<file path="src/rtl/hdtb_pkg.sv">
// ----------------------------------------------------------------------------
// hdtb_pkg
// Shared types and constants for the canonical Huffman decode table builder.
// ----------------------------------------------------------------------------
package hdtb_pkg;

  localparam int MAX_LEN_DEF = 12;
  localparam int SYM_W       = 32;
  localparam int LEN_W       = 4;
  localparam int WIN_W       = 12;
  localparam int STAT_W      = 2;
  localparam int ENTRY_W     = SYM_W + LEN_W;

  localparam logic [LEN_W-1:0] CFG_LEN_RESET = LEN_W'(12);

  localparam logic FUNC_INSERT = 1'b0;
  localparam logic FUNC_LOOKUP = 1'b1;

  localparam logic [STAT_W-1:0] STAT_OK       = 2'd0;
  localparam logic [STAT_W-1:0] STAT_OVERFLOW = 2'd1;
  localparam logic [STAT_W-1:0] STAT_BAD_LEN  = 2'd2;
  localparam logic [STAT_W-1:0] STAT_MISS     = 2'd3;

  typedef enum logic [2:0] {
    ST_IDLE = 3'b001,
    ST_FILL = 3'b010,
    ST_READ = 3'b100
  } state_t;

  typedef struct packed {
    logic              load;
    logic [STAT_W-1:0] status;
    logic              use_ram;
    logic              complete;
  } res_t;

endpackage

</file>
<file path="src/rtl/hdtb_ctrl.sv">
// ----------------------------------------------------------------------------
// hdtb_ctrl
// Sequencer that checks each beat, fills table entries one per cycle through
// an address incrementer, and issues lookup reads.
// ----------------------------------------------------------------------------
module hdtb_ctrl import hdtb_pkg::*; #(
  parameter int MAX_LEN = MAX_LEN_DEF
) (
  input  logic               clk,
  input  logic               rst,
  input  logic               start,
  input  logic               func,
  input  logic [SYM_W-1:0]   symbol,
  input  logic [LEN_W-1:0]   code_length,
  input  logic               last_symbol,
  input  logic [WIN_W-1:0]   window_bits,
  input  logic               cfg_we,
  input  logic [LEN_W-1:0]   cfg_len,
  output logic               idle,
  output res_t               res,
  output logic               ram_we,
  output logic [MAX_LEN-1:0] ram_waddr,
  output logic [ENTRY_W-1:0] ram_wdata,
  output logic               ram_re,
  output logic [MAX_LEN-1:0] ram_raddr
);

  localparam int PW = MAX_LEN + 1;
  localparam int XW = (WIN_W > PW) ? WIN_W : PW;

  state_t           state;
  logic [PW-1:0]    fill_pointer;
  logic             complete;
  logic [PW-1:0]    wp;
  logic [PW-1:0]    rem;
  logic [SYM_W-1:0] sym_q;
  logic [LEN_W-1:0] len_q;
  logic             last_q;

  logic [LEN_W-1:0] eff_len;
  logic [PW-1:0]    size;
  logic [PW-1:0]    times;
  logic             bad_len;
  logic             overflow;
  logic [XW-1:0]    idx;
  logic             hit;

  always_comb begin
    if (cfg_len == '0) begin
      eff_len = LEN_W'(1);
    end else if ({1'b0, cfg_len} > (LEN_W + 1)'(MAX_LEN)) begin
      eff_len = LEN_W'(MAX_LEN);
    end else begin
      eff_len = cfg_len;
    end
  end

  assign size     = PW'(1) << eff_len;
  assign bad_len  = (code_length == '0) || (code_length > eff_len);
  assign times    = PW'(1) << (eff_len - code_length);
  assign overflow = ((PW + 1)'(fill_pointer) + (PW + 1)'(times)) > (PW + 1)'(size);
  assign idx      = XW'(window_bits) & (XW'(size) - XW'(1));
  assign hit      = idx < XW'(fill_pointer);

  assign idle      = (state == ST_IDLE);
  assign ram_re    = start && (func == FUNC_LOOKUP) && hit;
  assign ram_raddr = idx[MAX_LEN-1:0];
  assign ram_we    = (state == ST_FILL);
  assign ram_waddr = wp[MAX_LEN-1:0];
  assign ram_wdata = {sym_q, len_q};

  always_comb begin
    res.load     = 1'b0;
    res.status   = STAT_OK;
    res.use_ram  = 1'b0;
    res.complete = complete;
    case (state)
      ST_IDLE: begin
        if (start) begin
          if (func == FUNC_INSERT) begin
            if (bad_len) begin
              res.load   = 1'b1;
              res.status = STAT_BAD_LEN;
            end else if (overflow) begin
              res.load   = 1'b1;
              res.status = STAT_OVERFLOW;
            end
          end else if (!hit) begin
            res.load   = 1'b1;
            res.status = STAT_MISS;
          end
        end
      end
      ST_READ: begin
        res.load    = 1'b1;
        res.use_ram = 1'b1;
      end
      ST_FILL: begin
        if (rem == '0) begin
          res.load     = 1'b1;
          res.complete = complete | last_q;
        end
      end
      default: begin
        res.load = 1'b0;
      end
    endcase
  end

  always_ff @(posedge clk) begin
    if (rst) begin
      state        <= ST_IDLE;
      fill_pointer <= '0;
      complete     <= 1'b0;
    end else begin
      case (state)
        ST_IDLE: begin
          if (cfg_we) begin
            fill_pointer <= '0;
            complete     <= 1'b0;
          end else if (start) begin
            if (func == FUNC_LOOKUP) begin
              if (hit) begin
                state <= ST_READ;
              end
            end else if (!bad_len && !overflow) begin
              state <= ST_FILL;
            end
          end
        end
        ST_READ: begin
          state <= ST_IDLE;
        end
        ST_FILL: begin
          if (rem == '0) begin
            fill_pointer <= wp + PW'(1);
            complete     <= complete | last_q;
            state        <= ST_IDLE;
          end
        end
        default: begin
          state <= ST_IDLE;
        end
      endcase
    end
  end

  always_ff @(posedge clk) begin
    if (state == ST_IDLE) begin
      wp     <= fill_pointer;
      rem    <= times - PW'(1);
      sym_q  <= symbol;
      len_q  <= code_length;
      last_q <= last_symbol;
    end else if (state == ST_FILL) begin
      wp  <= wp + PW'(1);
      rem <= rem - PW'(1);
    end
  end

endmodule

</file>
<file path="config.mk">
export PLATFORM = sky130hd
export DESIGN_NAME = hdtb_ctrl
export DESIGN_NICKNAME = d
export VERILOG_FILES = /design/src/rtl/hdtb_pkg.sv /design/src/rtl/hdtb_ctrl.sv
export SDC_FILE = /design/constraint.sdc
export NUM_CORES = 1
export LEC_CHECK = 0
export ABC_AREA = 1
export BUFFER_PORTS_ARGS = -buffer_cell sky130_fd_sc_hd__buf_4
export CAP_MARGIN = 20
export CORE_ASPECT_RATIO = 0.8
export CORE_MARGIN = 10
export CORE_UTILIZATION = 53
export CTS_CLUSTER_DIAMETER = 200
export DETAILED_ROUTE_END_ITERATION = 8
export PLACE_DENSITY_LB_ADDON = 0.3
export REMOVE_ABC_BUFFERS = 1
export SYNTH_ARGS = -nofsm -noshare
export SYNTH_HDL_FRONTEND = slang
export SYNTH_SLANG_ARGS = --single-unit
</file>
<file path="constraint.sdc">
create_clock -name clk -period 10.55 [get_ports clk]
set_input_delay 2.11 -clock clk [delete_from_list [all_inputs] [get_ports clk]]
set_output_delay 2.11 -clock clk [all_outputs]
set_load 0.1 [all_outputs]
</file>
==> results of run 1 <==
[power by group through the flow]
stage          clock network [mW]  registers [mW]  logic [mW]
2_1_floorplan                   0            1.21       0.497
3_5_place_dp                    0           0.587        1.43
5_1_grt                     0.341           0.593        1.52
4_1_cts                     0.327           0.581        1.43
6_report                    0.325           0.581        1.43
3_3_place_gp                    0           0.582        1.40
[cell families after synthesis]
group,Yosys count,share of synthesized area
XOR/XNOR,24,0.0383
AO/OA/AOI/OAI,88,0.0954
flip-flops,80,0.407
adder cells (fa/ha/maj),46,0.108
other,2,0.00137
buffers and inverters,122,0.0938
AND/OR/NAND/NOR,306,0.256
[path summary, 6_finish.rpt]
kind | endpoint | start | slack, ps
max | res[2] | cfg_len[3] | 1220
min | complete | complete | 520
max reg2reg | state[0] | fill_pointer[2] | 7020
min reg2reg | complete | complete | 520
[layout by cell type, fill, tap and decap left out, types with 29 or more instances in the layout]
| master | Yosys | routed |
|---|---|---|
| nand3_1 | 38 | 38 |
| ha_1 | 44 | 44 |
| buf_4 | 13 | 126 |
| inv_1 | 92 | 92 |
| a21oi_1 | 40 | 40 |
| nor2_1 | 57 | 57 |
| nand2_1 | 158 | 158 |
| edfxtp_1 | 63 | 63 |
| o21ai_0 | 29 | 29 |
[sequential cells by signal, summed over array words and instances, names as in the netlist]
| register | cells |
|---|---|
| last_q | 1 |
| state | 3 |
| len_q | 4 |
| wp | 13 |
| complete | 1 |
| fill_pointer | 13 |
| rem | 13 |
| sym_q | 32 |
[routing by layer]
metal,vias to the layer above,global-route usage,wire [um]
met5,-,0,0
met1,2267,0.230,6180
met4,0,0.0615,307
met2,163,0.339,7380
li1,2403,-,-
met3,24,0.0462,913
[per-stage QoR]
step | instance area, um2 | utilization | hold WS, ps | setup WS [ps]
after floorplan | 5330 | - | 452 | 1000
after global placement | 6450 | 0.635 | 490 | 1650
after detailed placement | 6470 | 0.637 | 497 | 1380
after CTS | 6780 | 0.667 | 513 | 1330
after global routing | 6780 | 0.667 | 525 | 805
final | 6780 | 0.667 | 515 | 1220
[area by class of cell]
| cell class | instances | area (um2) | share of cell area |
|---|---|---|---|
| Clock buffer | 11 | 253 | 0.0373 |
| Clock inverter | 5 | 55.1 | 0.00812 |
| Inverter | 97 | 364 | 0.0537 |
| Multi-Input combinational cell | 466 | 2740 | 0.404 |
| Sequential cell | 80 | 2230 | 0.329 |
| Tap cell | 140 | 175 | 0.0258 |
| Timing Repair Buffer | 127 | 961 | 0.142 |
[worst min-delay path: stages (launching register included)]
cell and delay (ps):
dfxtp_1 300, a21oi_1 50, nor3_1 120
==> run_results.csv, run 1 <==
group,metric,value,unit
worst_setup_path,cpLargestDelayFamily,"simple AND/OR/NAND/NOR gates",
timing,finalSetupViolations,0,
worst_setup_path,timing.critical_path.to_type,"output port",
floorplan,floorplan.initialDensity,0.540,
timing,max_clock_freq,107,MHz
clocking,cts-htree-levels,3,
min_path,min_path_type,"reg -> reg",
logic_synthesis,yosysTopAreaCell,"edfxtp_1",
worst_setup_path,cpPeakStageDelay,420,ps
logic_synthesis,synth_cells,668,
worst_setup_path,crit_path_top_delay_cell,"fa_1",
power_and_ir_drop,power_density,345,mW/mm2
worst_setup_path,timing.critical_path.from_type,"primary input",
min_path,min_path_cells,2,
clocking,cts_buffers,9,
routing,avgViaCountPerCell,5.25,
status,status,"complete, no violations",
global_routing,global_route.usage.total,0.195,
timing,final.setup.tns,0,ps
clocking,clk_pin_slew_worst_paths,60,ps
logic_synthesis,yosysSeqAreaShare,0.407,
logic_synthesis,synth.top_cells.by_area,"edfxtp_1, nand2_1, ha_1, inv_1, dfxtp_1",
clocking,cts_root_buffer,"clkbuf_16",
power_and_ir_drop,p_comb_frac,0.612,
clocking,cts_resized,0,
timing,finalClockSkew,10.6,ps
routing,antenna_left,0,
clocking,cts_num_sinks,80,
worst_setup_path,cp_data_arrival_time,7220,ps
power_and_ir_drop,power_switching_share,0.564,
clocking,tritoncts,"yes",
timing,hold_viol_final,0,
logic_synthesis,postSynthRegisterBits,80,
floorplan,fp.dieW,134,um
timing,maxSlewHeadroom,0.382,
floorplan,fp.coreArea,0.0102,mm2
logic_synthesis,ys_warn_count,0,
worst_setup_path,wp_depth,29,
floorplan,die_area,0.0148,mm2
job,max-cap-violations,0,
worst_setup_path,worstPathMaxFanout,10,
clocking,cts_hold_buf,0,
finish,stdcell_count,926,
power_and_ir_drop,leakagePower,3.26,nW
finish,post_route_cells_drive_above_1_share,0.235,
global_routing,first_global_vias,4748,
global_routing,overflow_left_after_global_routing,0,
floorplan,count_of_pins_on_the_block_boundary,126,
power_and_ir_drop,internal-power,1.02,mW
timing,worstMarginPinSlew,923,ps
placement,hpwl,11.8,mm
floorplan,core.rowCount,33,
worst_setup_path,timing.setup.critical_path_class,"in -> out",
timing,grt_setup_unrepaired,"no",
timing,final-max-slew-violation-count,0,
finish,nets,885,
logic_synthesis,synth_top_area_share,0.345,
logic_synthesis,synth_cell_types,46,
logic_synthesis,synthArstFlopShare,0,
worst_setup_path,critical_path.n_buffers_inverters,4,
worst_setup_path,cp.required,8440,ps
logic_synthesis,synth_top_flop_cell,"edfxtp_1",
timing,finalCritPeriodShare,0.884,
routing,routed-via-count,4857,
finish,flow.area_growth_from_synthesis,23.6,%
routing,drt_pre_antenna_iters,6,
logic_synthesis,yosysMostFrequentCell,"nand2_1",
routing,route.final.wire_length,14.8,mm
power_and_ir_drop,clock_group_share_of_total_power,0.139,
clocking,worst_skew_pair.late_latency,340,ps
logic_synthesis,synth_commonest_cells,"nand2_1, inv_1, edfxtp_1",
placement,portBuffers,125,
routing,drc_errors,0,
global_routing,grt_max_degree,70,
global_routing,global_route_wire_length_before_repair,23.7,mm
clocking,post-cts-setup-buffers,0,
timing,post-route-min-period,9330,ps
global_routing,antenna_found_initial,0,
floorplan,die_h,111,um
worst_setup_path,r2r.worst_path.cells,18,
worst_setup_path,path_common_cell,"nand2_1",
logic_synthesis,number_of_synthesized_flops_with_an_enable_pin,63,
clocking,bufs_on_longest_clock_path,2,
logic_synthesis,avgSynthCellArea,8.21,um2
power_and_ir_drop,max-vdd-ir-drop,215,uV
routing,drtIter0Drc,439,
finish,antennaDiodeCount,0,
power_and_ir_drop,netSwitchingPower,1.32,mW
power_and_ir_drop,power_frac_seq,0.249,
routing,detail_route.wl_per_cell,16.0,um
finish,filler_cell_count,863,
power_and_ir_drop,finalPower,2.34,mW
placement,placed_cells,910,
logic_synthesis,netlist_area_before_placement,0.00548,mm2
placement,weighted_congestion_reported_at_the_end_of_routability_driven_placement,0.886,
(Power assumes the default switching activity.)
==> run 2, diff against run 1 <==
--- a/config.mk
+++ b/config.mk
@@ -5,7 +5,7 @@
 export SDC_FILE = /design/constraint.sdc
 export NUM_CORES = 1
 export LEC_CHECK = 0
-export ABC_AREA = 1
+export ABC_AREA = 0
 export BUFFER_PORTS_ARGS = -buffer_cell sky130_fd_sc_hd__buf_4
 export CAP_MARGIN = 20
 export CORE_ASPECT_RATIO = 0.8
@@ -14,7 +14,6 @@
 export CTS_CLUSTER_DIAMETER = 200
 export DETAILED_ROUTE_END_ITERATION = 8
 export PLACE_DENSITY_LB_ADDON = 0.3
-export REMOVE_ABC_BUFFERS = 1
 export SYNTH_ARGS = -nofsm -noshare
 export SYNTH_HDL_FRONTEND = slang
 export SYNTH_SLANG_ARGS = --single-unit
==> run 2 against run 1 <==
Against the previous run: flip-flop and latch count is the same; power shrank 45%; sequential share of layout area increased by 0.77 points; critical path type unchanged; critical endpoint is now res[4].
==> run_results.csv, run 2 <==
group,metric,value,unit
global_routing,overflow_left_after_global_routing,0,
worst_setup_path,timing.setup.critical_path_class,"in -> out",
finish,nets,756,
routing,antenna_left,0,
placement,portBuffers,125,
timing,worstMarginPinSlew,1060,ps
status,status,"complete, no violations",
timing,post-route-min-period,9860,ps
finish,max_flop_register,"sym_q",
floorplan,fp.dieW,132,um
clocking,clk_pin_slew_worst_paths,70,ps
logic_synthesis,yosysMostFrequentCell,"edfxtp_1",
logic_synthesis,synth_top_flop_cell,"edfxtp_1",
timing,finalCritPeriodShare,0.934,
timing,final-max-slew-violation-count,0,
logic_synthesis,avgSynthCellArea,9.73,um2
global_routing,grt_max_degree,66,
placement,hpwl,12.0,mm
logic_synthesis,synth_cells,548,
clocking,cts_root_buffer,"clkbuf_16",
power_and_ir_drop,leakagePower,2.90,nW
routing,drtIter0Drc,394,
timing,grt_setup_unrepaired,"no",
global_routing,global_route_wire_length_before_repair,23.6,mm
routing,routed-via-count,4524,
routing,avgViaCountPerCell,5.70,
clocking,cts_resized,0,
worst_setup_path,cp.required,8440,ps
worst_setup_path,cp_data_arrival_time,7750,ps
placement,weighted_congestion_reported_at_the_end_of_routability_driven_placement,0.963,
floorplan,core.rowCount,32,
finish,flow.area_growth_from_synthesis,24.1,%
worst_setup_path,timing.critical_path.to_type,"output port",
power_and_ir_drop,power_density,193,mW/mm2
routing,route.final.wire_length,15.4,mm
logic_synthesis,synth_top_area_share,0.355,
finish,largest_register_ff_count,32,
finish,layout_commonest_cell,"buf_4",
logic_synthesis,synthesized_nets,652,
logic_synthesis,netlist_area_before_placement,0.00533,mm2
timing,finalClockSkew,6.16,ps
logic_synthesis,synth_cell_types,70,
floorplan,die_h,110,um
timing,final.setup.tns,0,ps
clocking,cts-htree-levels,3,
global_routing,antenna_found_initial,0,
routing,drc_errors,0,
finish,post_route_cells_drive_above_1_share,0.245,
global_routing,global_route.usage.total,0.204,
floorplan,floorplan.initialDensity,0.548,
floorplan,count_of_pins_on_the_block_boundary,126,
timing,max_clock_freq,101,MHz
job,max-cap-violations,0,
clocking,tritoncts,"yes",
finish,layout_common_cells,"buf_4, edfxtp_1, nor2_1",
floorplan,fp.coreArea,0.00973,mm2
logic_synthesis,synth.top_cells.by_area,"edfxtp_1, ha_1, dfxtp_1, nor2_1, xnor2_1",
routing,detail_route.wl_per_cell,19.4,um
logic_synthesis,yosysTopAreaCell,"edfxtp_1",
logic_synthesis,synthArstFlopShare,0,
finish,antennaDiodeCount,0,
routing,drt_pre_antenna_iters,5,
clocking,cts_buffers,9,
min_path,min_path_type,"reg -> reg",
clocking,bufs_on_longest_clock_path,2,
timing,finalSetupViolations,0,
clocking,cts_hold_buf,0,
clocking,worst_skew_pair.late_latency,340,ps
worst_setup_path,timing.critical_path.from_type,"primary input",
power_and_ir_drop,max-vdd-ir-drop,167,uV
finish,stdcell_area,0.00662,mm2
worst_setup_path,worstPathMaxFanout,12,
clocking,post-cts-setup-buffers,0,
logic_synthesis,yosysSeqAreaShare,0.418,
global_routing,first_global_vias,4461,
placement,detailed_place.area,0.00627,mm2
logic_synthesis,postSynthRegisterBits,80,
timing,maxSlewHeadroom,0.293,
logic_synthesis,ys_warn_count,0,
clocking,cts_num_sinks,80,
logic_synthesis,number_of_synthesized_flops_with_an_enable_pin,63,
logic_synthesis,synth_commonest_cells,"edfxtp_1, nor2_1, ha_1",
timing,hold_viol_final,0,
floorplan,die_area,0.0145,mm2
-- run 2: cell types whose count changed after synthesis, moves of 7 or more --
cell and delta:
o21ai_0 -13, inv_1 -64, xnor2_1 +13, nand3_1 -21, nor4_1 +9, a21o_1 +12, nand2_1 -119, nor2b_1 +15
clkbuf_1 +11, nor3_1 +17, nand2_2 -7, a22oi_1 +11
-- run 2: final cells by class --
cell class | count | area [um2]
clock inverters | 7 | 111
well taps | 136 | 170
fillers | 771 | 3110
inverters | 29 | 110
clock buffers | 9 | 225
flip-flops and latches | 80 | 2230
repair buffers | 128 | 968
multi-input cells | 404 | 2800
-- run 2: cells by family after synthesis --
group	Yosys count	share of synthesized area
fa+ha+maj	46	0.111
flops	80	0.418
simple gates	201	0.187
mux	5	0.00938
compound gates	116	0.156
buf+inv	64	0.0584
xor+xnor	34	0.0586
other cells	2	0.00141
-- run 2: routing by layer --
metal / global-route usage / vias to the layer above / share of wire
li1: - / 2187 / -
met1: 0.258 / 2175 / 0.45
met2: 0.345 / 147 / 0.49
met3: 0.0570 / 15 / 0.052
met4: 0.0412 / 0 / 0.0090
met5: 0 / - / 0
-- run 2: power breakdown --
part	switching, mW	total [mW]	internal, mW
registers	0.0325	0.434	0.402
logic	0.356	0.491	0.135
clock network	0.138	0.350	0.212
-- run 2: stage by stage --
stage          cells  hold WS [ps]  utilization  setup WS [ps]  power (mW)
5_1_grt          793           589        0.681            258        1.33
6_report         793           551        0.681            692        1.27
3_5_place_dp     776           530        0.644            738       0.926
3_3_place_gp     776           517        0.644            949       0.918
4_1_cts          792           550        0.679            710        1.28
2_1_floorplan    548           494            -            183       0.826
-- run 2: worst paths after layout --
path                        start       end  slack (ps)  cells after the start
setup / recovery       cfg_len[1]    res[4]         690                     24
hold / removal           complete  complete         550                      2
setup reg to reg  fill_pointer[0]  state[1]        6430                     14
hold reg to reg          complete  complete         550                      2
-- run 2: critical path, cell delays in order --
cell and delay, ps:
buf_4 150, nor3_1 330, a21oi_1 110, ha_1 230, nor2b_1 310, o22ai_4 180, xnor2_2 230, nand2_1 210
nor2_1 90, ha_1 210, fa_1 410, a21oi_1 190, o21ai_0 230, o2111ai_1 290, nand3_1 130, o41ai_1 320
xnor2_1 150, ha_1 320, nand3_1 110, nor4_1 300, a31oi_1 100, nor4_1 660, o41ai_2 110, buf_4 250
==> run 3, diff against run 2 <==
--- a/config.mk
+++ b/config.mk
@@ -10,7 +10,7 @@
 export CAP_MARGIN = 20
 export CORE_ASPECT_RATIO = 0.8
 export CORE_MARGIN = 10
-export CORE_UTILIZATION = 53
+export CORE_UTILIZATION = 38
 export CTS_CLUSTER_DIAMETER = 200
 export DETAILED_ROUTE_END_ITERATION = 8
 export PLACE_DENSITY_LB_ADDON = 0.3
==> run 3 against run 2 <==
Against the previous run: via count is 3.3% lower; utilization is 20 points lower; worst setup slack worse by 110 ps; largest cell class unchanged; maximum frequency is 1.1% lower; design area is 0.15% lower; clock power is 19% lower; combinational power hardly changed; first-iteration DRC count is 40% lower; sequential share of layout area is 0.051 points higher.
==> run_results.csv, run 3 (synthesis gave the netlist of run 2 again) <==
group,metric,value,unit
status,status,"complete, no violations",
timing,finalCritPeriodShare,0.945,
timing,grt_setup_unrepaired,"no",
timing,finalClockSkew,5.57,ps
global_routing,first_global_vias,4352,
routing,route.final.wire_length,15.2,mm
worst_setup_path,cp.required,8440,ps
finish,filler_cell_count,1283,
worst_setup_path,cp_data_arrival_time,7860,ps
timing,final.setup.tns,0,ps
routing,antenna_left,0,
global_routing,global_route_wire_length_before_repair,23.7,mm
clocking,worst_skew_pair.late_latency,330,ps
finish,sequential_cell_area,0.00223,mm2
finish,antennaDiodeCount,0,
finish,post_route_cells_drive_above_1_share,0.242,
timing,worstMarginPinSlew,967,ps
worst_setup_path,timing.critical_path.from_type,"primary input",
worst_setup_path,cpLargestDelayFamily,"simple AND/OR/NAND/NOR gates",
finish,multi_input_comb_area,0.00280,mm2
timing,finalSetupViolations,0,
routing,routed-via-count,4376,
finish,stdcell_count,837,
finish,nets,756,
clocking,cts-htree-levels,3,
floorplan,count_of_pins_on_the_block_boundary,126,
placement,portBuffers,125,
floorplan,die_area,0.0192,mm2
routing,avgViaCountPerCell,5.23,
floorplan,die_h,126,um
worst_setup_path,worstPathMaxFanout,12,
power_and_ir_drop,leakagePower,2.87,nW
routing,drc_errors,0,
clocking,cts_resized,0,
timing,final-max-slew-violation-count,0,
placement,placed_cells,820,
placement,detailed_place.area,0.00632,mm2
clocking,cts_root_buffer,"clkbuf_16",
finish,stdcell_area,0.00661,mm2
clocking,bufs_on_longest_clock_path,2,
finish,layout_commonest_cell,"buf_4",
clocking,cts_buffers,9,
worst_setup_path,timing.critical_path.to_type,"output port",
worst_setup_path,timing.setup.critical_path_class,"in -> out",
clocking,cts_num_sinks,80,
finish,largest_register_ff_count,32,
clocking,cts_hold_buf,0,
global_routing,antenna_found_initial,0,
power_and_ir_drop,power_density,182,mW/mm2
clocking,tritoncts,"yes",
global_routing,global_route.usage.total,0.150,
worst_setup_path,crit_path_top_delay_cell,"nor4_1",
floorplan,core.rowCount,38,
finish,max_flop_register,"sym_q",
finish,fin_util,0.485,
timing,max_clock_freq,100,MHz
worst_setup_path,reg2reg_slack,6390,ps
routing,detail_route.wl_per_cell,18.1,um
routing,drt_pre_antenna_iters,4,
finish,flow.area_growth_from_synthesis,24.0,%
routing,drtIter0Drc,236,
global_routing,overflow_left_after_global_routing,0,
global_routing,grt_max_degree,65,
finish,layout_common_cells,"buf_4, edfxtp_1, nor2_1",
clocking,post-cts-setup-buffers,0,
job,max-cap-violations,0,
floorplan,fp.coreArea,0.0136,mm2
worst_setup_path,cpPeakStageDelay,740,ps
timing,maxSlewHeadroom,0.355,
placement,weighted_congestion_reported_at_the_end_of_routability_driven_placement,0.940,
min_path,min_path_type,"reg -> reg",
timing,hold_viol_final,0,
floorplan,fp.dieW,152,um
power_and_ir_drop,max-vdd-ir-drop,94.1,uV
worst_setup_path,path_cells,"buf_4 -> nor3_1 -> a21oi_1 -> ha_1 -> nor2b_1 -> o22ai_4 -> xnor2_2 -> or2b_1 -> nor2_1 -> ha_1 -> a21oi_1 -> nor3b_1 -> or4_1 -> a31o_2 -> a21oi_1 -> xnor2_1 -> ha_1 -> nand3_1 -> nor4_1 -> a31oi_1 -> nor4_1 -> o41ai_2 -> buf_4",
clocking,clk_pin_slew_worst_paths,60,ps
placement,hpwl,12.3,mm
floorplan,floorplan.initialDensity,0.391,
worst_setup_path,critical_path.n_buffers_inverters,2,
timing,post-route-min-period,9970,ps
-- run 3: cell count changes in the layout (fill, tap and decap cells not counted), sizes merged --
cell / before / now
bufinv: 2 / 0
clkinv: 3 / 5
clkinvlp: 0 / 1
inv: 31 / 30
-- run 3: cell type report --
cell class,instances,area share
Inverter,29,0.0167
Multi-Input combinational cell,404,0.424
Clock buffer,9,0.0341
Timing Repair Buffer,128,0.146
Clock inverter,7,0.00700
Tap cell,180,0.0341
Sequential cell,80,0.338
-- run 3: power breakdown --
part / switching (mW) / leakage [nW] / total [mW] / internal [mW]
sequential: 0.0324 / 0.806 / 0.435 / 0.402
combinational: 0.353 / 1.93 / 0.488 / 0.135
clock: 0.124 / 0.131 / 0.283 / 0.159
total: 0.510 / 2.87 / 1.21 / 0.696
-- run 3: per-stage QoR --
| stage | power [mW] | worst slack, ps | hold slack [ps] |
|---|---|---|---|
| final | 1.21 | 579 | 552 |
| after global placement | 0.923 | 892 | 519 |
| after global routing | 1.27 | 173 | 596 |
| after CTS | 1.22 | 654 | 569 |
| after detailed placement | 0.927 | 676 | 552 |
| after floorplan | 0.826 | 183 | 494 |
-- run 3: worst register-to-register path: cells and delay by family (launching register included) --
| family | cells | cell delay, ps |
|---|---|---|
| adder cells (fa/ha/maj) | 3 | 980 |
| AND/OR/NAND/NOR | 4 | 1320 |
| AO/OA/AOI/OAI | 6 | 1230 |
| flip-flops | 1 | 360 |
| XOR/XNOR | 1 | 130 |
-- run 3: final timing paths --
kind | startpoint | endpoint | depth (start not counted)
worst min register to register | complete | complete | 2
worst max register to register | fill_pointer[0] | state[0] | 14
worst max-delay path | cfg_len[1] | res[4] | 23
worst min-delay path | complete | complete | 2
-- run 3: layer usage --
metal	part of all wire	track usage	vias to the layer above
met3	0.062	0.0425	8
li1	-	-	2187
met4	0.0043	0.0218	0
met2	0.48	0.243	113
met5	0	0	-
met1	0.46	0.200	2068
